--- src/hw/rtl/stt_pkg.sv ---
// Shared types and codes for the source text tokenizer.
// Holds the token record, the scanner-to-queue push record and the result codes.
// No dependencies.
`default_nettype none

package stt_pkg;

  localparam logic [3:0] KIND_IDENT     = 4'd0;
  localparam logic [3:0] KIND_INT       = 4'd1;
  localparam logic [3:0] KIND_DOUBLE    = 4'd2;
  localparam logic [3:0] KIND_STRING    = 4'd3;
  localparam logic [3:0] KIND_SINGLE_OP = 4'd4;
  localparam logic [3:0] KIND_PLUS_PLUS = 4'd5;
  localparam logic [3:0] KIND_PLUS_EQ   = 4'd6;
  localparam logic [3:0] KIND_EQ_EQ     = 4'd7;
  localparam logic [3:0] KIND_END       = 4'd8;
  localparam logic [3:0] KIND_ERROR     = 4'd9;

  localparam logic [1:0] ERR_NONE         = 2'd0;
  localparam logic [1:0] ERR_UNKNOWN_BYTE = 2'd1;
  localparam logic [1:0] ERR_BAD_EXPONENT = 2'd2;
  localparam logic [1:0] ERR_UNTERMINATED = 2'd3;

  localparam int QUEUE_DEPTH = 4;
  localparam int QIDX_W      = $clog2(QUEUE_DEPTH);
  localparam int QCNT_W      = $clog2(QUEUE_DEPTH + 1);

  typedef struct packed {
    logic [3:0]  kind;
    logic [7:0]  opch;
    logic [31:0] start;
    logic [15:0] length;
    logic [1:0]  err;
    logic        last;
  } tok_t;

  typedef struct packed {
    logic [1:0] count;
    tok_t       first;
    tok_t       second;
  } push_t;

endpackage

`default_nettype wire

--- src/hw/rtl/stt_scanner.sv ---
// Front part of the tokenizer: accepts source bytes and runs the lexer state machine.
// Produces up to two tokens per beat as a push record for the result queue.
// Depends on stt_pkg.
`default_nettype none

module stt_scanner #(
  parameter int NEST_BITS     = 8,
  parameter int LENGTH_BITS   = 16,
  parameter int POSITION_BITS = 32
) (
  input  wire logic         clk,
  input  wire logic         rst_n,
  input  wire logic         in_valid,
  output logic              in_ready,
  input  wire logic [7:0]   in_char_byte,
  input  wire logic         in_end_of_input,
  input  wire logic         space_ok,
  output stt_pkg::push_t    push
);
  import stt_pkg::*;

  localparam logic [7:0] CH_LO_B     = 8'h62;
  localparam logic [7:0] CH_UP_B     = 8'h42;
  localparam logic [7:0] CH_LO_E     = 8'h65;
  localparam logic [7:0] CH_UP_E     = 8'h45;
  localparam logic [7:0] CH_UNDER    = 8'h5f;
  localparam logic [7:0] CH_PLUS     = 8'h2b;
  localparam logic [7:0] CH_EQUAL    = 8'h3d;
  localparam logic [7:0] CH_SLASH    = 8'h2f;
  localparam logic [7:0] CH_STAR     = 8'h2a;
  localparam logic [7:0] CH_NEWLINE  = 8'h0a;
  localparam logic [7:0] CH_DOT      = 8'h2e;
  localparam logic [7:0] CH_MINUS    = 8'h2d;
  localparam logic [7:0] CH_BSLASH   = 8'h5c;
  localparam logic [7:0] CH_SQUOTE   = 8'h27;
  localparam logic [7:0] CH_DQUOTE   = 8'h22;
  localparam logic [7:0] CH_SPACE    = 8'h20;
  localparam logic [7:0] CH_TAB      = 8'h09;
  localparam logic [7:0] CH_CR       = 8'h0d;
  localparam logic [7:0] CH_ZERO     = 8'h30;
  localparam logic [7:0] CH_ONE      = 8'h31;

  localparam logic [1:0] SUB_INT  = 2'd0;
  localparam logic [1:0] SUB_FRAC = 2'd1;
  localparam logic [1:0] SUB_BIN  = 2'd2;
  localparam logic [1:0] SUB_EXPD = 2'd3;

  localparam logic [LENGTH_BITS-1:0] LEN_MAX  = {LENGTH_BITS{1'b1}};
  localparam logic [NEST_BITS-1:0]   NEST_MAX = {NEST_BITS{1'b1}};

  typedef enum logic [3:0] {
    M_IDLE, M_IDENT, M_ZERO, M_NUM, M_EXP, M_PLUS, M_EQ, M_SLASH,
    M_STRING, M_LINE, M_BLOCK, M_BSTAR, M_NEST, M_NSLASH, M_NPLUS
  } mode_t;

  mode_t                    mode_r, mode_nxt;
  logic [1:0]               sub_r, sub_nxt;
  logic [7:0]               quote_r, quote_nxt;
  logic                     esc_r, esc_nxt;
  logic [NEST_BITS-1:0]     depth_r, depth_nxt;
  logic [POSITION_BITS-1:0] start_r, start_nxt;
  logic [LENGTH_BITS-1:0]   len_r, len_nxt;
  logic [POSITION_BITS-1:0] pos_r, pos_nxt;
  logic                     accept;
  push_t                    push_nxt;

  function automatic tok_t mk(logic [3:0] k, logic [7:0] op, logic [POSITION_BITS-1:0] s,
                              logic [LENGTH_BITS-1:0] l, logic [1:0] e);
    tok_t                     t;
    logic [POSITION_BITS+31:0] sw;
    logic [LENGTH_BITS+15:0]   lw;
    sw       = {32'b0, s};
    lw       = {16'b0, l};
    t.kind   = k;
    t.opch   = op;
    t.start  = sw[31:0];
    t.length = (lw > {{LENGTH_BITS{1'b0}}, 16'hffff}) ? 16'hffff : lw[15:0];
    t.err    = e;
    t.last   = 1'b0;
    return t;
  endfunction

  function automatic logic is_alpha(logic [7:0] ch);
    return ch inside {[8'h61:8'h7a], [8'h41:8'h5a]};
  endfunction

  function automatic logic is_digit(logic [7:0] ch);
    return ch inside {[8'h30:8'h39]};
  endfunction

  assign in_ready = space_ok;
  assign accept   = in_valid && space_ok;

  always_comb begin
    logic [7:0]             c;
    logic                   reproc;
    logic                   acc;
    logic                   a_v, d_v;
    tok_t                   a_t, d_t;
    logic [LENGTH_BITS-1:0] len_grow;
    logic [NEST_BITS-1:0]   dn;
    c         = in_char_byte;
    reproc    = 1'b0;
    acc       = 1'b0;
    a_v       = 1'b0;
    d_v       = 1'b0;
    a_t       = '0;
    d_t       = '0;
    dn        = '0;
    len_grow  = (len_r == LEN_MAX) ? len_r : len_r + LENGTH_BITS'(1);
    mode_nxt  = mode_r;
    sub_nxt   = sub_r;
    quote_nxt = quote_r;
    esc_nxt   = esc_r;
    depth_nxt = depth_r;
    start_nxt = start_r;
    len_nxt   = len_r;
    pos_nxt   = pos_r;
    push_nxt  = '0;

    if (in_end_of_input) begin
      case (mode_r)
        M_IDENT: begin
          a_v = 1'b1;
          a_t = mk(KIND_IDENT, 8'h00, start_r, len_r, ERR_NONE);
        end
        M_ZERO, M_NUM: begin
          a_v = 1'b1;
          a_t = mk((sub_r == SUB_FRAC || sub_r == SUB_EXPD) ? KIND_DOUBLE : KIND_INT,
                   8'h00, start_r, len_r, ERR_NONE);
        end
        M_EXP: begin
          a_v = 1'b1;
          a_t = mk(KIND_ERROR, 8'h00, start_r, len_r, ERR_BAD_EXPONENT);
        end
        M_PLUS: begin
          a_v = 1'b1;
          a_t = mk(KIND_SINGLE_OP, CH_PLUS, start_r, LENGTH_BITS'(1), ERR_NONE);
        end
        M_EQ: begin
          a_v = 1'b1;
          a_t = mk(KIND_SINGLE_OP, CH_EQUAL, start_r, LENGTH_BITS'(1), ERR_NONE);
        end
        M_SLASH: begin
          a_v = 1'b1;
          a_t = mk(KIND_SINGLE_OP, CH_SLASH, start_r, LENGTH_BITS'(1), ERR_NONE);
        end
        M_STRING, M_BLOCK, M_BSTAR, M_NEST, M_NSLASH, M_NPLUS: begin
          a_v = 1'b1;
          a_t = mk(KIND_ERROR, 8'h00, start_r, len_r, ERR_UNTERMINATED);
        end
        default: ;
      endcase
      d_v       = 1'b1;
      d_t       = mk(KIND_END, 8'h00, pos_r, '0, ERR_NONE);
      mode_nxt  = M_IDLE;
      esc_nxt   = 1'b0;
      depth_nxt = '0;
      sub_nxt   = SUB_INT;
    end else begin
      case (mode_r)
        M_IDENT: begin
          if (is_alpha(c) || is_digit(c) || c == CH_UNDER) begin
            len_nxt = len_grow;
          end else begin
            a_v      = 1'b1;
            a_t      = mk(KIND_IDENT, 8'h00, start_r, len_r, ERR_NONE);
            mode_nxt = M_IDLE;
            reproc   = 1'b1;
          end
        end
        M_ZERO, M_NUM: begin
          if (mode_r == M_ZERO && (c == CH_LO_B || c == CH_UP_B)) begin
            mode_nxt = M_NUM;
            sub_nxt  = SUB_BIN;
            len_nxt  = len_grow;
          end else begin
            mode_nxt = M_NUM;
            case (sub_r)
              SUB_BIN:  acc = (c == CH_ZERO || c == CH_ONE || c == CH_UNDER);
              SUB_EXPD: acc = (is_digit(c) || c == CH_UNDER);
              default: begin
                if (is_digit(c) || c == CH_UNDER) begin
                  acc = 1'b1;
                end else if (c == CH_DOT && sub_r == SUB_INT) begin
                  sub_nxt = SUB_FRAC;
                  acc     = 1'b1;
                end else if (c == CH_LO_E || c == CH_UP_E) begin
                  sub_nxt  = SUB_FRAC;
                  mode_nxt = M_EXP;
                  acc      = 1'b1;
                end
              end
            endcase
            if (acc) begin
              len_nxt = len_grow;
            end else begin
              a_v      = 1'b1;
              a_t      = mk((sub_r == SUB_FRAC || sub_r == SUB_EXPD) ? KIND_DOUBLE : KIND_INT,
                            8'h00, start_r, len_r, ERR_NONE);
              mode_nxt = M_IDLE;
              reproc   = 1'b1;
            end
          end
        end
        M_EXP: begin
          if (is_digit(c) || c == CH_PLUS || c == CH_MINUS) begin
            sub_nxt  = SUB_EXPD;
            mode_nxt = M_NUM;
            len_nxt  = len_grow;
          end else begin
            a_v      = 1'b1;
            a_t      = mk(KIND_ERROR, 8'h00, start_r, len_r, ERR_BAD_EXPONENT);
            mode_nxt = M_IDLE;
            reproc   = 1'b1;
          end
        end
        M_PLUS: begin
          mode_nxt = M_IDLE;
          a_v      = 1'b1;
          if (c == CH_PLUS) begin
            a_t = mk(KIND_PLUS_PLUS, 8'h00, start_r, LENGTH_BITS'(2), ERR_NONE);
          end else if (c == CH_EQUAL) begin
            a_t = mk(KIND_PLUS_EQ, 8'h00, start_r, LENGTH_BITS'(2), ERR_NONE);
          end else begin
            a_t    = mk(KIND_SINGLE_OP, CH_PLUS, start_r, LENGTH_BITS'(1), ERR_NONE);
            reproc = 1'b1;
          end
        end
        M_EQ: begin
          mode_nxt = M_IDLE;
          a_v      = 1'b1;
          if (c == CH_EQUAL) begin
            a_t = mk(KIND_EQ_EQ, 8'h00, start_r, LENGTH_BITS'(2), ERR_NONE);
          end else begin
            a_t    = mk(KIND_SINGLE_OP, CH_EQUAL, start_r, LENGTH_BITS'(1), ERR_NONE);
            reproc = 1'b1;
          end
        end
        M_SLASH: begin
          len_nxt = len_grow;
          if (c == CH_SLASH) begin
            mode_nxt = M_LINE;
          end else if (c == CH_STAR) begin
            mode_nxt = M_BLOCK;
          end else if (c == CH_PLUS) begin
            mode_nxt  = M_NEST;
            depth_nxt = NEST_BITS'(1);
          end else begin
            a_v      = 1'b1;
            a_t      = mk(KIND_SINGLE_OP, CH_SLASH, start_r, LENGTH_BITS'(1), ERR_NONE);
            mode_nxt = M_IDLE;
            reproc   = 1'b1;
          end
        end
        M_STRING: begin
          len_nxt = len_grow;
          if (esc_r) begin
            esc_nxt = 1'b0;
          end else if (c == CH_BSLASH) begin
            esc_nxt = 1'b1;
          end else if (c == quote_r) begin
            a_v      = 1'b1;
            a_t      = mk(KIND_STRING, 8'h00, start_r, len_grow, ERR_NONE);
            mode_nxt = M_IDLE;
          end
        end
        M_LINE: begin
          if (c == CH_NEWLINE) mode_nxt = M_IDLE;
        end
        M_BLOCK, M_BSTAR: begin
          len_nxt = len_grow;
          if (mode_r == M_BSTAR && c == CH_SLASH) begin
            mode_nxt = M_IDLE;
          end else begin
            mode_nxt = (c == CH_STAR) ? M_BSTAR : M_BLOCK;
          end
        end
        M_NEST, M_NSLASH, M_NPLUS: begin
          len_nxt = len_grow;
          if (mode_r == M_NSLASH && c == CH_PLUS) begin
            if (depth_r != NEST_MAX) depth_nxt = depth_r + NEST_BITS'(1);
            mode_nxt = M_NEST;
          end else if (mode_r == M_NPLUS && c == CH_SLASH) begin
            dn        = (depth_r != '0) ? depth_r - NEST_BITS'(1) : depth_r;
            depth_nxt = dn;
            mode_nxt  = (dn == '0) ? M_IDLE : M_NEST;
          end else begin
            mode_nxt = (c == CH_SLASH) ? M_NSLASH : ((c == CH_PLUS) ? M_NPLUS : M_NEST);
          end
        end
        default: begin
          mode_nxt = M_IDLE;
          reproc   = 1'b1;
        end
      endcase

      if (reproc) begin
        if (is_alpha(c) || c == CH_UNDER) begin
          mode_nxt  = M_IDENT;
          start_nxt = pos_r;
          len_nxt   = LENGTH_BITS'(1);
        end else if (is_digit(c)) begin
          sub_nxt   = SUB_INT;
          mode_nxt  = (c == CH_ZERO) ? M_ZERO : M_NUM;
          start_nxt = pos_r;
          len_nxt   = LENGTH_BITS'(1);
        end else if (c inside {CH_SPACE, CH_NEWLINE, CH_TAB, CH_CR}) begin
          mode_nxt = M_IDLE;
        end else if (c inside {CH_PLUS, CH_EQUAL, CH_SLASH}) begin
          mode_nxt  = (c == CH_PLUS) ? M_PLUS : ((c == CH_EQUAL) ? M_EQ : M_SLASH);
          start_nxt = pos_r;
          len_nxt   = LENGTH_BITS'(1);
        end else if (c inside {CH_DOT, 8'h2c, 8'h3b, 8'h28, 8'h29, 8'h5b, 8'h5d, 8'h7b,
                               8'h7d, 8'h3c, 8'h3e, CH_MINUS, CH_STAR}) begin
          d_v = 1'b1;
          d_t = mk(KIND_SINGLE_OP, c, pos_r, LENGTH_BITS'(1), ERR_NONE);
        end else if (c == CH_SQUOTE || c == CH_DQUOTE) begin
          mode_nxt  = M_STRING;
          start_nxt = pos_r;
          len_nxt   = LENGTH_BITS'(1);
          quote_nxt = c;
          esc_nxt   = 1'b0;
        end else begin
          d_v = 1'b1;
          d_t = mk(KIND_ERROR, 8'h00, pos_r, LENGTH_BITS'(1), ERR_UNKNOWN_BYTE);
        end
      end
      pos_nxt = pos_r + POSITION_BITS'(1);
    end

    if (a_v && d_v) begin
      push_nxt.count       = 2'd2;
      push_nxt.first       = a_t;
      push_nxt.second      = d_t;
      push_nxt.second.last = 1'b1;
    end else if (a_v || d_v) begin
      push_nxt.count      = 2'd1;
      push_nxt.first      = a_v ? a_t : d_t;
      push_nxt.first.last = 1'b1;
    end
    if (!accept) push_nxt.count = 2'd0;
  end

  assign push = push_nxt;

  always_ff @(posedge clk) begin
    if (!rst_n) begin
      mode_r  <= M_IDLE;
      sub_r   <= SUB_INT;
      quote_r <= 8'h00;
      esc_r   <= 1'b0;
      depth_r <= '0;
      start_r <= '0;
      len_r   <= '0;
      pos_r   <= '0;
    end else if (accept) begin
      mode_r  <= mode_nxt;
      sub_r   <= sub_nxt;
      quote_r <= quote_nxt;
      esc_r   <= esc_nxt;
      depth_r <= depth_nxt;
      start_r <= start_nxt;
      len_r   <= len_nxt;
      pos_r   <= pos_nxt;
    end
  end

endmodule

`default_nettype wire

--- src/hw/rtl/stt_queue.sv ---
// Back part of the tokenizer: a short token queue that takes up to two tokens per beat
// and hands one token per beat to the result channel. Depends on stt_pkg.
`default_nettype none

module stt_queue (
  input  wire logic           clk,
  input  wire logic           rst_n,
  input  wire stt_pkg::push_t push,
  output logic                space_ok,
  output logic                out_valid,
  input  wire logic           out_ready,
  output stt_pkg::tok_t       head
);
  import stt_pkg::*;

  tok_t              mem [QUEUE_DEPTH];
  logic [QIDX_W-1:0] wr_ptr_r, wr_ptr_nxt;
  logic [QIDX_W-1:0] rd_ptr_r, rd_ptr_nxt;
  logic [QCNT_W-1:0] cnt_r, cnt_nxt;
  logic              pop;

  assign out_valid = (cnt_r != '0);
  assign head      = mem[rd_ptr_r];
  assign space_ok  = (cnt_r <= QCNT_W'(QUEUE_DEPTH - 2));
  assign pop       = out_valid && out_ready;

  always_comb begin
    wr_ptr_nxt = wr_ptr_r + QIDX_W'(push.count);
    rd_ptr_nxt = pop ? rd_ptr_r + QIDX_W'(1) : rd_ptr_r;
    cnt_nxt    = cnt_r + QCNT_W'(push.count) - QCNT_W'(pop);
  end

  always_ff @(posedge clk) begin
    if (push.count != 2'd0) mem[wr_ptr_r] <= push.first;
    if (push.count == 2'd2) mem[wr_ptr_r + QIDX_W'(1)] <= push.second;
  end

  always_ff @(posedge clk) begin
    if (!rst_n) begin
      wr_ptr_r <= '0;
      rd_ptr_r <= '0;
      cnt_r    <= '0;
    end else begin
      wr_ptr_r <= wr_ptr_nxt;
      rd_ptr_r <= rd_ptr_nxt;
      cnt_r    <= cnt_nxt;
    end
  end

endmodule

`default_nettype wire

--- src/hw/rtl/source_text_tokenizer.sv ---
// Source text tokenizer: byte-stream lexer with a scanner front and a token queue back.
// Depends on stt_pkg, stt_scanner and stt_queue.
//
// Usage:
//   Input channel (in_valid/in_ready) carries one source byte per beat, or an
//   end-of-input marker (in_end_of_input high, in_char_byte ignored).
//   Result channel (out_valid/out_ready) carries one token per beat: kind,
//   operator byte, start offset, length, error code and a flag marking the last
//   token caused by one input beat. One input beat yields zero, one or two tokens.
//   A token is written into the token queue when the input beat that completes it
//   is accepted and is offered once the tokens ahead of it have drained. One input
//   beat is accepted per cycle while the four-entry token queue has room for two
//   tokens; the result side drains one token per cycle while out_ready is high.
//   When the receiver stalls, tokens wait in the queue and the input side keeps
//   accepting until fewer than two slots remain; then in_ready drops.
//   Reset (rst_n low, synchronous) returns the scanner to the idle state with the
//   byte position at zero and empties the queue.
`default_nettype none

module source_text_tokenizer #(
  parameter int NEST_BITS     = 8,
  parameter int LENGTH_BITS   = 16,
  parameter int POSITION_BITS = 32
) (
  input  wire logic        clk,
  input  wire logic        rst_n,
  input  wire logic        in_valid,
  output logic             in_ready,
  input  wire logic [7:0]  in_char_byte,
  input  wire logic        in_end_of_input,
  output logic             out_valid,
  input  wire logic        out_ready,
  output logic [3:0]       out_token_kind,
  output logic [7:0]       out_operator_char,
  output logic [31:0]      out_token_start,
  output logic [15:0]      out_token_length,
  output logic [1:0]       out_error_code,
  output logic             out_last_in_run
);
  import stt_pkg::*;

  push_t push;
  tok_t  head;
  logic  space_ok;

  stt_scanner #(
    .NEST_BITS    (NEST_BITS),
    .LENGTH_BITS  (LENGTH_BITS),
    .POSITION_BITS(POSITION_BITS)
  ) u_scanner (
    .clk            (clk),
    .rst_n          (rst_n),
    .in_valid       (in_valid),
    .in_ready       (in_ready),
    .in_char_byte   (in_char_byte),
    .in_end_of_input(in_end_of_input),
    .space_ok       (space_ok),
    .push           (push)
  );

  stt_queue u_queue (
    .clk      (clk),
    .rst_n    (rst_n),
    .push     (push),
    .space_ok (space_ok),
    .out_valid(out_valid),
    .out_ready(out_ready),
    .head     (head)
  );

  assign out_token_kind    = head.kind;
  assign out_operator_char = head.opch;
  assign out_token_start   = head.start;
  assign out_token_length  = head.length;
  assign out_error_code    = head.err;
  assign out_last_in_run   = head.last;

endmodule

`default_nettype wire

--- config.mk ---
export PLATFORM = sky130hd
export DESIGN_NAME = source_text_tokenizer
export DESIGN_NICKNAME = d
export VERILOG_FILES = /design/src/hw/rtl/stt_pkg.sv /design/src/hw/rtl/stt_scanner.sv /design/src/hw/rtl/stt_queue.sv /design/src/hw/rtl/source_text_tokenizer.sv
export SDC_FILE = /design/constraint.sdc
export NUM_CORES = 1
export LEC_CHECK = 0
export BUFFER_PORTS_ARGS = -buffer_cell sky130_fd_sc_hd__buf_4
export CORE_MARGIN = 4
export CORE_UTILIZATION = 55
export DETAILED_ROUTE_END_ITERATION = 10
export PLACE_DENSITY = 0.79
export SYNTH_ARGS = -nofsm -noshare
export SYNTH_HDL_FRONTEND = slang
export SYNTH_SLANG_ARGS = --single-unit
--- constraint.sdc ---
create_clock -name clk -period 6 [get_ports clk]
set_input_delay 0.3 -clock clk [delete_from_list [all_inputs] [get_ports clk]]
set_output_delay 0.3 -clock clk [all_outputs]
set_load 0.03 [all_outputs]
==> metrics.md <==
| Metric | Value |
|---|---|
| Proportion of synthesized area in mux cells | `0.07799` |
| Critical Path End Type | `flip-flop` |
| Pwr Density | `327.5 nW/um2` |
| Reg clk slew, reported paths | `0.07 ns` |
| Sequential area share after synthesis | `0.4876` |
| Clock Power Share | `0.342` |
| Drt pass-1 iters | `7` |
| Layout Cells excl Fill | `2249` |
| CTS Buf Count | `38` |
| Yosys cell types | `100` |
| Die height | `192.5 um` |
| Clk_skew | `0.02312 ns` |
| Worst EP arrival | `5.30 ns` |
| Ys async rst share | `0` |
| Status | `finished clean` |
| Final critical-path share of the clock period | `0.8466` |
| Synthesis-stage register bit count | `364` |
| Setup CP Type | `flip-flop to flip-flop` |
| Rel. slew slack | `0.2249` |
| Peak supply drop | `0.2360 mV` |
| Critical Path Source Type | `flip-flop` |
| Rows | `67` |
| Static Leakage | `7.107 nW` |
| XOR/XNOR Fraction of Synth Area | `0.02386` |
| Adder-Cell Fraction of Synth Area | `0.008287` |
| Max Cap Viol | `0` |
| Final Slew Violations | `0` |
| Largest family of logic cells by synthesized area | `compound AO/OA/AOI/OAI gates` |
| H-tree depth | `2` |
| Multi-input logic area | `8796 um2` |
| Avg Cell Area, Syn | `10.64 um2` |
| Fin crit period | `5.080 ns` |
| NumNets Final | `1795` |
| Remaining routing DRC violations | `0` |
| Hold_buf cts | `0` |
| Switch share | `0.3091` |
| Post-DP Area | `19500 um2` |
| Sum Neg Setup Slack | `0 ns` |
| Register area | `9134 um2` |
| Core Box Area | `33530 um2` |
| Cell area after synthesis | `18720 um2` |
| Worst setup margin | `0.9201 ns` |
| Final Hold Violating Endpoints | `0` |
| # IOs | `78` |
| Synthesized-area fraction occupied by and/or/nand/nor cells | `0.1619` |
| Logic pwr share | `0.231` |
| Cell count after placement | `2179` |
| Fillcell total | `2625` |
| Routed Antenna Nets | `0` |
| Fmax achieved | `0.1969 GHz` |
| Final Setup Violations | `0` |
| Vias in the first global route | `14528` |
| Dpl ws | `0.9585 ns` |
| Clk Tree Root Cell | `clkbuf_16` |
| Hpwl dp | `33550 um` |
| Post-synth EDFFs | `184` |
| WL/cell | `22.95 um` |
| Largest net degree at the start of global routing | `86` |
| Cell internal pwr | `0.004691 W` |
| CP required | `6.22 ns` |
| Total routed wirelength | `51610 um` |
| Vias | `14684` |
| Post-CTS sizing | `0` |
| Top FF cell, synth | `edfxtp_1` |
| Tot GR Track Use | `0.2775` |
| Synth warn | `0` |
| Clk_lat worst skew | `0.54 ns` |
| Worst hold path class | `primary input to flip-flop` |
| Clk buf depth | `3` |
| # clock sinks | `364` |
| Port bufs | `77` |
| RSZ-0062 raised after global routing | `no` |
| Final core occ | `0.6184` |
| Initial Utilization | `0.5584` |
| 1st-iter DRT viols | `1553` |
| Crit path max fanout | `27` |
| Initial antenna violation count | `0` |
| Avg Vias per Cell | `6.529` |
| Ant. Diodes | `0` |
| Area grow syn2layout | `10.75%` |
| TritonCTS clock tree | `done` |
| Die ar. | `37060 um2` |
| Die Width | `192.5 um` |
| GPL Wtd Cong | `0.9561` |
| Reg power frac | `0.427` |
| First-pass GRT wire length | `80810 um` |
| Switch Pwr | `0.002098 W` |
| Share of layout cells above drive strength 1 | `0.1610` |
| Synth Area in Compound Gates | `0.1966` |
| Slew @ Worst Pin | `1.163 ns` |
| Post-CTS Setup Bufs | `0` |
| Mapped Cells | `1759` |
| Congestion Overflow GR | `0` |
| Fin area | `20730 um2` |
-- cell families after synthesis --
family	after synthesis
adder cells (fa/ha/maj)	12
other	1
multiplexers	67
AND/OR/NAND/NOR	587
XOR/XNOR	51
flip-flops	364
buffers and inverters	175
AO/OA/AOI/OAI	502
-- routing by layer --
| metal | global-route usage | share of wire | vias up | wire (um) |
|---|---|---|---|---|
| met5 | 0 | 0 | - | 0 |
| met4 | 0.08612 | 0.027 | 0 | 1383 |
| met3 | 0.04721 | 0.087 | 107 | 4511 |
| met2 | 0.4591 | 0.48 | 758 | 25020 |
| met1 | 0.3766 | 0.40 | 7155 | 20690 |
| li1 | - | - | 6664 | - |
-- power by group through the flow --
stage               Clock, W  Combinational [W]  Sequential, W
floorplan                  0            0.00113        0.00284
global placement           0            0.00156        0.00294
detailed placement         0            0.00157        0.00295
CTS                  0.00234            0.00157        0.00290
global route         0.00245            0.00165        0.00292
finish               0.00232            0.00157        0.00290
-- sequential cells by signal (all words and copies together) (netlist names), named ones only --
name,flops
u_scanner.len_r,16
u_queue.cnt_r,3
u_scanner.sub_r,2
u_scanner.esc_r,1
u_queue.wr_ptr_r,2
u_scanner.depth_r,8
u_scanner.mode_r,4
u_scanner.pos_r,32
u_scanner.quote_r,8
u_queue.rd_ptr_r,2
u_queue.mem,252
u_scanner.start_r,32
-- area by class of cell --
type                            instances  area share
Clock buffer                           55     0.05298
Timing Repair Buffer                  114     0.04308
Sequential cell                       364      0.4405
Clock inverter                         15    0.006758
Multi-Input combinational cell       1223      0.4242
Inverter                               30    0.005431
Tap cell                              448     0.02703
-- path summary, 6_finish.rpt --
path,from,end,slack [ns],cells past startpoint
worst max-delay path,u_scanner.mode_r[0],u_queue.mem[3][27],0.92,15
worst max register to register,u_scanner.mode_r[0],u_queue.mem[3][27],0.92,15
worst min-delay path,rst_n,u_scanner.len_r[14],0.16,2
worst min register to register,u_queue.mem[0][15],u_queue.mem[0][15],0.45,2
-- synthesized netlist by cell type (all sizes together), types with 18 or more instances --
| cell type | count | share of area |
|---|---|---|
| clkbuf | 78 | 0.016 |
| and2 | 57 | 0.019 |
| a21oi | 39 | 0.012 |
| buf | 67 | 0.022 |
| nor3 | 41 | 0.015 |
| a22o | 154 | 0.072 |
| mux4 | 63 | 0.076 |
| xor2 | 19 | 0.0089 |
| a21boi | 42 | 0.017 |
| nor2 | 97 | 0.021 |
| or3 | 18 | 0.0060 |
| inv | 29 | 0.0058 |
| o21ai | 120 | 0.032 |
| xnor2 | 32 | 0.015 |
| edfxtp | 184 | 0.30 |
| nand3 | 49 | 0.014 |
| dfxtp | 180 | 0.19 |
| nand2 | 207 | 0.042 |
-- worst max-delay path, stage by stage (launching register included) --
cell and delay, ns:
dfxtp_1 0.55, buf_4 0.26, nand2b_1 0.28, a31oi_1 0.10
a31o_1 0.25, a311oi_2 0.43, nand3_4 0.16, a21oi_4 0.36
inv_1 0.08, ha_1 0.41, o21ai_1 0.16, nor2_1 0.62
nor2_1 0.11, buf_4 0.24, inv_2 0.42, buf_12 0.28
-- cell usage in the layout (no fill, tap or decap), types with 10 or more instances in the layout --
master	count
or3_1	18
nor2_1	93
buf_4	111
and3_1	17
a21boi_0	14
a21boi_1	28
nor3_1	32
a31oi_1	10
a21o_1	14
nand2_1	205
nor4_1	16
o21ai_0	111
nand3_1	47
nand2b_1	17
edfxtp_1	184
nand4_1	14
dfxtp_1	178
ha_1	10
o22ai_1	16
xnor2_1	32
mux4_2	63
clkbuf_16	40
a22o_1	154
xor2_1	19
and2_1	56
clkbuf_1	10
inv_1	23
o211ai_1	15
o31ai_1	16
nor2b_1	11
a21oi_1	33
-- metrics by stage --
step | hold WS (ns) | power, W
after floorplan | 0.4198 | 0.003974
after global placement | 0.4288 | 0.004498
after detailed placement | 0.4396 | 0.004520
after CTS | 0.1340 | 0.006818
after global routing | 0.1627 | 0.007027
final | 0.1560 | 0.006790
No activity file was read; power rests on OpenSTA's default activity.
